**src/rtl/tbp_pkg.sv**
```systemverilog
// ----------------------------------------------------------------------------
// tbp_pkg
// Shared types, sizes and counter arithmetic for the tournament predictor.
// ----------------------------------------------------------------------------
package tbp_pkg;

  // Table size is a power of two, so the table index is the low address bits.
  localparam int TABLE_ENTRIES = 2048;
  localparam int HISTORY_BITS  = 11;
  localparam int IDX_W         = $clog2(TABLE_ENTRIES);
  localparam int ADDR_W        = 32;
  localparam int COUNT_W       = 32;

  typedef logic [1:0]              ctr_t;
  typedef logic [IDX_W-1:0]        idx_t;
  typedef logic [HISTORY_BITS-1:0] hist_t;
  typedef logic [COUNT_W-1:0]      count_t;

  localparam ctr_t   CTR_RESET = 2'd3;
  localparam ctr_t   CTR_MAX   = 2'd3;
  localparam ctr_t   CTR_MIN   = 2'd0;
  localparam count_t COUNT_MAX = '1;

  // Outcome of one training step.
  typedef struct packed {
    logic pred;
    logic hit;
    logic pick_global;
    ctr_t lc_new;
    ctr_t cc_new;
    ctr_t gc_new;
  } train_t;

  function automatic ctr_t ctr_train(input ctr_t c, input logic up);
    ctr_t r;
    r = c;
    if (up) begin
      if (c != CTR_MAX) r = c + 2'd1;
    end else begin
      if (c != CTR_MIN) r = c - 2'd1;
    end
    return r;
  endfunction

endpackage

```
**src/rtl/tbp_train.sv**
```systemverilog
// ----------------------------------------------------------------------------
// tbp_train
// Prediction and counter update for one resolved branch.
// ----------------------------------------------------------------------------
module tbp_train (
  input  tbp_pkg::ctr_t   lc,
  input  tbp_pkg::ctr_t   cc,
  input  tbp_pkg::ctr_t   gc,
  input  logic            taken,
  output tbp_pkg::train_t res
);
  import tbp_pkg::*;

  logic lp;
  logic gp;
  logic agree;

  always_comb begin
    lp    = lc[1];
    gp    = gc[1];
    agree = (lp == gp);

    res.pick_global = !agree && cc[1];
    res.pred        = agree ? gp : (cc[1] ? gp : lp);
    res.hit         = (res.pred == taken);
    // Chooser moves toward whichever side was right, only on a disagreement.
    res.cc_new      = agree ? cc : ctr_train(cc, gp == taken);
    res.lc_new      = ctr_train(lc, taken);
    res.gc_new      = ctr_train(gc, taken);
  end

endmodule

```
**config.mk**
```make
export PLATFORM = sky130hd
export DESIGN_NAME = tbp_train
export DESIGN_NICKNAME = d
export VERILOG_FILES = /design/src/rtl/tbp_pkg.sv /design/src/rtl/tbp_train.sv
export SDC_FILE = /design/constraint.sdc
export NUM_CORES = 1
export LEC_CHECK = 0
export BUFFER_PORTS_ARGS = -buffer_cell sky130_fd_sc_hd__buf_2
export CAP_MARGIN = 20
export CORE_AREA = 2 2 39 41
export DETAILED_ROUTE_END_ITERATION = 8
export DIE_AREA = 0 0 41 43
export PLACE_DENSITY = 0.44
export SYNTH_ARGS = -nofsm -noshare
export SYNTH_HDL_FRONTEND = slang
export SYNTH_SLANG_ARGS = --single-unit
```
**constraint.sdc**
```tcl
create_clock -name vclk -period 2
set_input_delay 0.2 -clock vclk [all_inputs]
set_output_delay 0.2 -clock vclk [all_outputs]
set_load 0.05 [all_outputs]
```
==> results.toml, run 1 <==
[outcome]
status = "completed"

[critical_path]
start_kind = "input pin"
crit_start = "lc[1]"
critPathCaptureType = "primary output"
critical_path_class = "in -> out"
crit_fanout = 10
worstPathRequired_ns = 1.80
worstPathArrival_ns = 1.11

[logic_synthesis]
yosysUniqueCellTypes = 18
synth_area_per_cell_um2 = 8.62
synth_seq_area_share = 0
synth.top_cell.area_share = 0.187
netlist_instances = 28
yosys_warnings = 0
syn_area_um2 = 241
yosys.area.top_type = "buf_6"
ys_top_cells_by_area = "buf_6 19%, maj3_1 17%, xnor2_2 6.7%"
synthesis.nets = 35

[die]
die_x_um = 41
fp-row-count = 14
core_um2 = 1380
dieArea_um2 = 1760
io-pin-count = 16
die_y_um = 43
initial_core_util = 0.175

[sta]
tns_ns = 0
layout_setup_ws_ns = 0.688
fmax_ghz = 0.762
worst_pin_slew_ns = 0.250
slew_headroom = 0.835
maxSlewViolCount = 0
fin_hold_ws_ns = 0.888
rsz0062_at_grt = "no"
setup_viol = 0
finalHoldViolCount = 0
finalCriticalPeriod_ns = 1.31
fin_crit_sh = 0.656

[layout]
diodes = 0
regArea_um2 = 0
design.seq.count = 0
syn_to_final_growth_pct = 22.8
nets = 49
drive_above_1_share = 0.500
clkbuf_count = 0

[grt]
grt_pass1_vias = 192
track_usage = 0.0551
grt_overflow = 0
antenna_found_initial = 0
grt_max_degree = 11
grt_first_pass_wirelength_um = 738

[placement]
gp_congestion = 0.642
pre_cts_ws_ns = 0.671
portBuffers = 16

[routing]
drt_iter0_markers = 0
via_per_inst = 4.07
route.detailed.drc = 0
totalWireLength_um = 484
first_pass_iters = 1
antenna_left = 0
vias = 228
wire_per_inst_um = 8.64

[clock_network]
cts_hold_buf = 0
post-cts-setup-buffers = 0
cts_resized = 0

[worst_hold_path]
hold_depth = 3
hp-class = "in -> out"
min_from = "taken"

[power]
power_mw = 0.127
leakagePower_nw = 0.147
powerDensity_nw_per_um2 = 428
peakVddDrop_mv = 0.0982

[run]
drv_cap = 0
[report_power, final]
| group | leakage (nW) | internal (mW) | total, mW | switching, mW |
|---|---|---|---|---|
| registers | 0 | 0 | 0 | 0 |
| logic | 0.147 | 0.0368 | 0.127 | 0.0900 |
| clock network | 0 | 0 | 0 | 0 |
[per-stage QoR]
step / std cells / cell area (um2) / utilization
floorplan: 28 / 241 / -
global placement: 56 / 297 / 0.214
detailed placement: 56 / 297 / 0.214
CTS: 56 / 297 / 0.214
global route: 56 / 297 / 0.214
finish: 56 / 297 / 0.214
[cell usage after synthesis, types with 2 or more instances]
master / n
buf_6: 4
nor2b_1: 2
nand3_1: 2
maj3_1: 4
inv_1: 3
[final timing paths]
| kind | endpoint | slack [ns] |
|---|---|---|
| min | res[7] | 0.89 |
| max | res[3] | 0.69 |
[layout by cell type, fill, tap and decap left out]
master | synthesis | routed
a21oi_2 | 1 | 1
a2bb2oi_1 | 1 | 1
and2_1 | 1 | 1
and3b_1 | 1 | 1
buf_2 | 0 | 16
inv_1 | 3 | 3
maj3_1 | 4 | 4
mux2_4 | 1 | 1
nand2_1 | 1 | 1
nand3_1 | 2 | 2
nor2b_1 | 2 | 2
nor3b_1 | 1 | 1
o211a_1 | 1 | 1
o221ai_1 | 1 | 1
o22ai_1 | 1 | 1
or3_1 | 1 | 1
xnor2_2 | 1 | 1
xor2_2 | 1 | 1
[worst max-delay path: stages]
cell and delay [ns]:
buf_2 0.20, a21oi_2 0.07, or3_1 0.31, nand3_1 0.08, buf_2 0.26
[kinds of logic (layout without fill, tap and decap cells)]
kind of cell | Yosys count | after routing | synth area share
compound gates | 5 | 5 | 0.176
mux | 1 | 1 | 0.0622
fa+ha+maj | 4 | 4 | 0.166
buf+inv | 7 | 19 | 0.233
simple gates | 9 | 9 | 0.228
xor+xnor | 2 | 2 | 0.135
[cell type report]
| class | instances | area (um2) |
|---|---|---|
| Multi-Input combinational cell | 21 | 185 |
| Fill cell | 160 | 1090 |
| Timing Repair Buffer | 16 | 80.1 |
| Inverter | 3 | 11.3 |
| Tap cell | 16 | 20.0 |
[per-layer routing]
layer	GRT usage	part of all wire
met2	0.113	0.54
met3	0	0.021
met5	0	0
met4	0	0
met1	0.0605	0.43
(Power assumes the default switching activity.)
==> inputs of run 2 (changes only) <==
--- a/config.mk
+++ b/config.mk
@@ -10,7 +10,7 @@
 export CORE_AREA = 2 2 39 41
 export DETAILED_ROUTE_END_ITERATION = 8
 export DIE_AREA = 0 0 41 43
-export PLACE_DENSITY = 0.44
+export PLACE_DENSITY = 0.46
 export SYNTH_ARGS = -nofsm -noshare
 export SYNTH_HDL_FRONTEND = slang
 export SYNTH_SLANG_ARGS = --single-unit
==> constraint.sdc (replaced) <==
create_clock -name vclk -period 1.2
set_input_delay 0.12 -clock vclk [all_inputs]
set_output_delay 0.12 -clock vclk [all_outputs]
set_load 0.05 [all_outputs]
==> results.toml, run 2 (synthesized netlist as in run 1, its figures left out) <==
[outcome]
status = "completed"

[sta]
fin_hold_ws_ns = 0.730
setup_viol = 0
tns_ns = 0
rsz0062_at_grt = "no"
fin_crit_sh = 0.955
fmax_ghz = 0.873
layout_setup_ws_ns = 0.0539
slew_headroom = 0.832
worst_pin_slew_ns = 0.254
finalHoldViolCount = 0
maxSlewViolCount = 0
finalCriticalPeriod_ns = 1.15

[routing]
first_pass_iters = 2
routed-wl-met3_um = 10
met1_length_um = 230
via_per_inst = 3.98
wire_per_inst_um = 8.72
drt_iter0_markers = 1
totalWireLength_um = 497
vias = 227
antenna_left = 0
route.detailed.drc = 0
met2_length_um = 256
dr.max_layer_used = "met3"

[critical_path]
cp_common_cell = "buf_2"
crit_cells = 4
crit_fanout = 8
cp_slowest_stage_delay_ns = 0.35
start_kind = "input pin"
critical_path_class = "in -> out"
critPathCaptureType = "primary output"
cpLargestDelayFamily = "buffers and inverters"
worstPathRequired_ns = 1.08
crit_chain = "buf_2 -> mux2_4 -> xnor2_4 -> buf_2"
crit_buf_inv = 2
crit_start = "cc[1]"
worstPathArrival_ns = 1.03
cpMaxStageDelayCell = "mux2_4"
endpoint = "res[7]"

[die]
fp-row-count = 14
die_y_um = 43
initial_core_util = 0.175
die_x_um = 41
io-pin-count = 16
core_um2 = 1380
dieArea_um2 = 1760

[grt]
track_usage = 0.0670
antenna_found_initial = 0
grt_first_pass_wirelength_um = 876
grt_max_degree = 11
grt_pass1_vias = 199
grt_overflow = 0

[power]
power_mw = 0.226
peakVddDrop_mv = 0.189
powerDensity_nw_per_um2 = 706
leakagePower_nw = 0.155

[layout]
drive_above_1_share = 0.512
nets = 50
regArea_um2 = 0
final_common_cell = "buf_2"
diodes = 0
mostFrequentLayoutCells = "14 x buf_2, 4 x maj3_1, 3 x inv_1"
nFillCells = 163
syn_to_final_growth_pct = 32.6
design.seq.count = 0
final_area_um2 = 320
clkbuf_count = 0

[run]
drv_cap = 0

[placement]
portBuffers = 16
gp_congestion = 0.649
hpwl_um = 409
placed_area_um2 = 315
pre_cts_ws_ns = 0.0329

[worst_hold_path]
hp-class = "in -> out"
min_from = "lc[0]"

[clock_network]
cts_hold_buf = 0
post-cts-setup-buffers = 0
run 2: cell types whose count changed in the layout (fill, tap and decap cells not counted), sizes merged:
| cell | before | now |
|---|---|---|
| buf | 16 | 15 |
| clkbuf | 0 | 2 |
run 2: where the power goes:
part / internal [mW] / switching [mW] / leakage [nW]
clock: 0 / 0 / 0
sequential: 0 / 0 / 0
combinational: 0.0721 / 0.154 / 0.155
total: 0.0721 / 0.154 / 0.155
run 2: timing repair:
action	in CTS	in global routing
endpoints found under the hold margin	0	0
resized for setup	0	2
endpoints found under the setup margin	0	2
run 2: per-stage QoR:
step / util / std cells
2_1_floorplan: - / 28
5_1_grt: 0.231 / 57
6_report: 0.231 / 57
3_3_place_gp: 0.228 / 57
4_1_cts: 0.228 / 57
3_5_place_dp: 0.228 / 57
run 2: how the worst min path moves through the flow:
| stage | to | slack [ns] | cells past startpoint |
|---|---|---|---|
| 3_5_place_dp | res[5] | 0.73 | 3 |
| 3_3_place_gp | res[5] | 0.73 | 3 |
| 4_1_cts | res[5] | 0.73 | 3 |
| 6_report | res[5] | 0.73 | 3 |
| 5_1_grt | res[5] | 0.74 | 3 |
| 2_1_floorplan | res[7] | 0.51 | 2 |
run 2: final cells by class:
class | count | area [um2] | share of cell area
repair buffers | 17 | 92.6 | 0.289
inverters | 3 | 11.3 | 0.0352
multi-input cells | 21 | 196 | 0.613
well taps | 16 | 20.0 | 0.0625
run 2: layer usage:
layer	up-vias	global-route usage
li1	122	-
met1	102	0.0984
met2	3	0.113
met3	0	0
met4	0	0
met5	-	0
==> inputs of run 3 (changes only) <==
--- a/config.mk
+++ b/config.mk
@@ -7,9 +7,9 @@
 export LEC_CHECK = 0
 export BUFFER_PORTS_ARGS = -buffer_cell sky130_fd_sc_hd__buf_2
 export CAP_MARGIN = 20
-export CORE_AREA = 2 2 39 41
+export CORE_AREA = 8 8 45 47
 export DETAILED_ROUTE_END_ITERATION = 8
-export DIE_AREA = 0 0 41 43
+export DIE_AREA = 0 0 53 55
 export PLACE_DENSITY = 0.46
 export SYNTH_ARGS = -nofsm -noshare
 export SYNTH_HDL_FRONTEND = slang
==> results.toml, run 3 (synthesized netlist as in run 1, its figures left out) <==
[worst_hold_path]
min_from = "cc[1]"
hp-class = "in -> out"
whs_endpoint = "res[6]"
hold_depth = 3

[layout]
drive_above_1_share = 0.524
regArea_um2 = 0
diodes = 0
syn_to_final_growth_pct = 35.8
post-route-util = 0.237
final_common_cell = "buf_2"
nFillCells = 164
clkbuf_count = 0
design.seq.count = 0
mostFrequentLayoutCells = "14 x buf_2, 4 x maj3_1, 3 x inv_1, 3 x buf_4"
nets = 51

[routing]
antenna_left = 0
route.detailed.drc = 0
wire_per_inst_um = 10.2
drt_iter0_markers = 2
totalWireLength_um = 591
vias = 236
first_pass_iters = 2
via_per_inst = 4.07

[critical_path]
crit_buf_inv = 2
cpMaxStageDelayCell = "or3_1"
cp_slowest_stage_delay_ns = 0.30
critPathCaptureType = "primary output"
start_kind = "input pin"
worstPathArrival_ns = 1.01
critical_path_class = "in -> out"
worstPathRequired_ns = 1.08
crit_cells = 5
crit_fanout = 10
crit_chain = "buf_2 -> a21oi_2 -> or3_1 -> nand3_1 -> clkbuf_4"
cpLargestDelayFamily = "buffers and inverters"

[placement]
portBuffers = 16
gp_congestion = 0.677
pre_cts_ws_ns = 0.0332

[sta]
slew_headroom = 0.832
finalHoldViolCount = 0
layout_setup_ws_ns = 0.0728
finalCriticalPeriod_ns = 1.13
setup_viol = 0
worst_pin_slew_ns = 0.254
tns_ns = 0
fmax_ghz = 0.887
maxSlewViolCount = 0
rsz0062_at_grt = "no"
fin_crit_sh = 0.939

[grt]
grt_util_met2 = 0.0938
busiest_layer = "met2"
grt_max_degree = 11
grt_first_pass_wirelength_um = 959
grt_pass1_vias = 219
antenna_found_initial = 0
use_met1 = 0.0363
track_usage = 0.0398
grt_overflow = 0
met3_usage = 0.00267

[die]
core_um2 = 1380
dieArea_um2 = 2920
die_y_um = 55
io-pin-count = 16
initial_core_util = 0.175
die_x_um = 53
fp-row-count = 14

[run]
drv_cap = 0

[power]
leakagePower_nw = 0.160
powerDensity_nw_per_um2 = 703
peakVddDrop_mv = 0.175

[outcome]
status = "completed"
## run 3: cell count changes in the layout (fill, tap and decap cells not counted)
| cell | change |
|---|---|
| clkbuf_4 | -1 |
| buf_4 | +2 |
## run 3: worst max-delay path by stage
stage | to | slack (ns) | startpoint
after floorplan | res[3] | 0.07 | taken
after global placement | res[2] | 0.04 | gc[1]
after detailed placement | res[3] | 0.03 | lc[1]
after CTS | res[3] | 0.03 | lc[1]
after global routing | res[3] | 0.006 | lc[1]
final | res[3] | 0.07 | lc[1]
## run 3: repair_timing
action                                  4_1_cts  5_1_grt
gates resized for setup                       0        3
endpoints found under the setup margin        0        2
setup buffers                                 0        0
hold buffers                                  0        0
## run 3: routing by layer
layer | vias to the layer above | wire length [um]
met2 | 2 | 359
li1 | 125 | -
met3 | 0 | 25
met5 | - | 0
met1 | 109 | 206
met4 | 0 | 0
## run 3: layout make-up
| type | count | area [um2] | area share |
|---|---|---|---|
| multi-input cells | 21 | 196 | 0.599 |
| well taps | 16 | 20.0 | 0.0611 |
| repair buffers | 18 | 100 | 0.305 |
| inverters | 3 | 11.3 | 0.0344 |
## run 3: stage by stage
stage	area [um2]	hold slack, ns	total power [mW]	cells
floorplan	253	0.515	0.189	28
global placement	323	0.724	0.228	58
detailed placement	323	0.721	0.229	58
CTS	323	0.722	0.229	58
global route	328	0.740	0.245	58
finish	328	0.717	0.231	58
## run 3: power breakdown
part / internal (mW) / total (mW) / switching (mW)
clock network: 0 / 0 / 0
registers: 0 / 0 / 0
logic: 0.0747 / 0.231 / 0.156
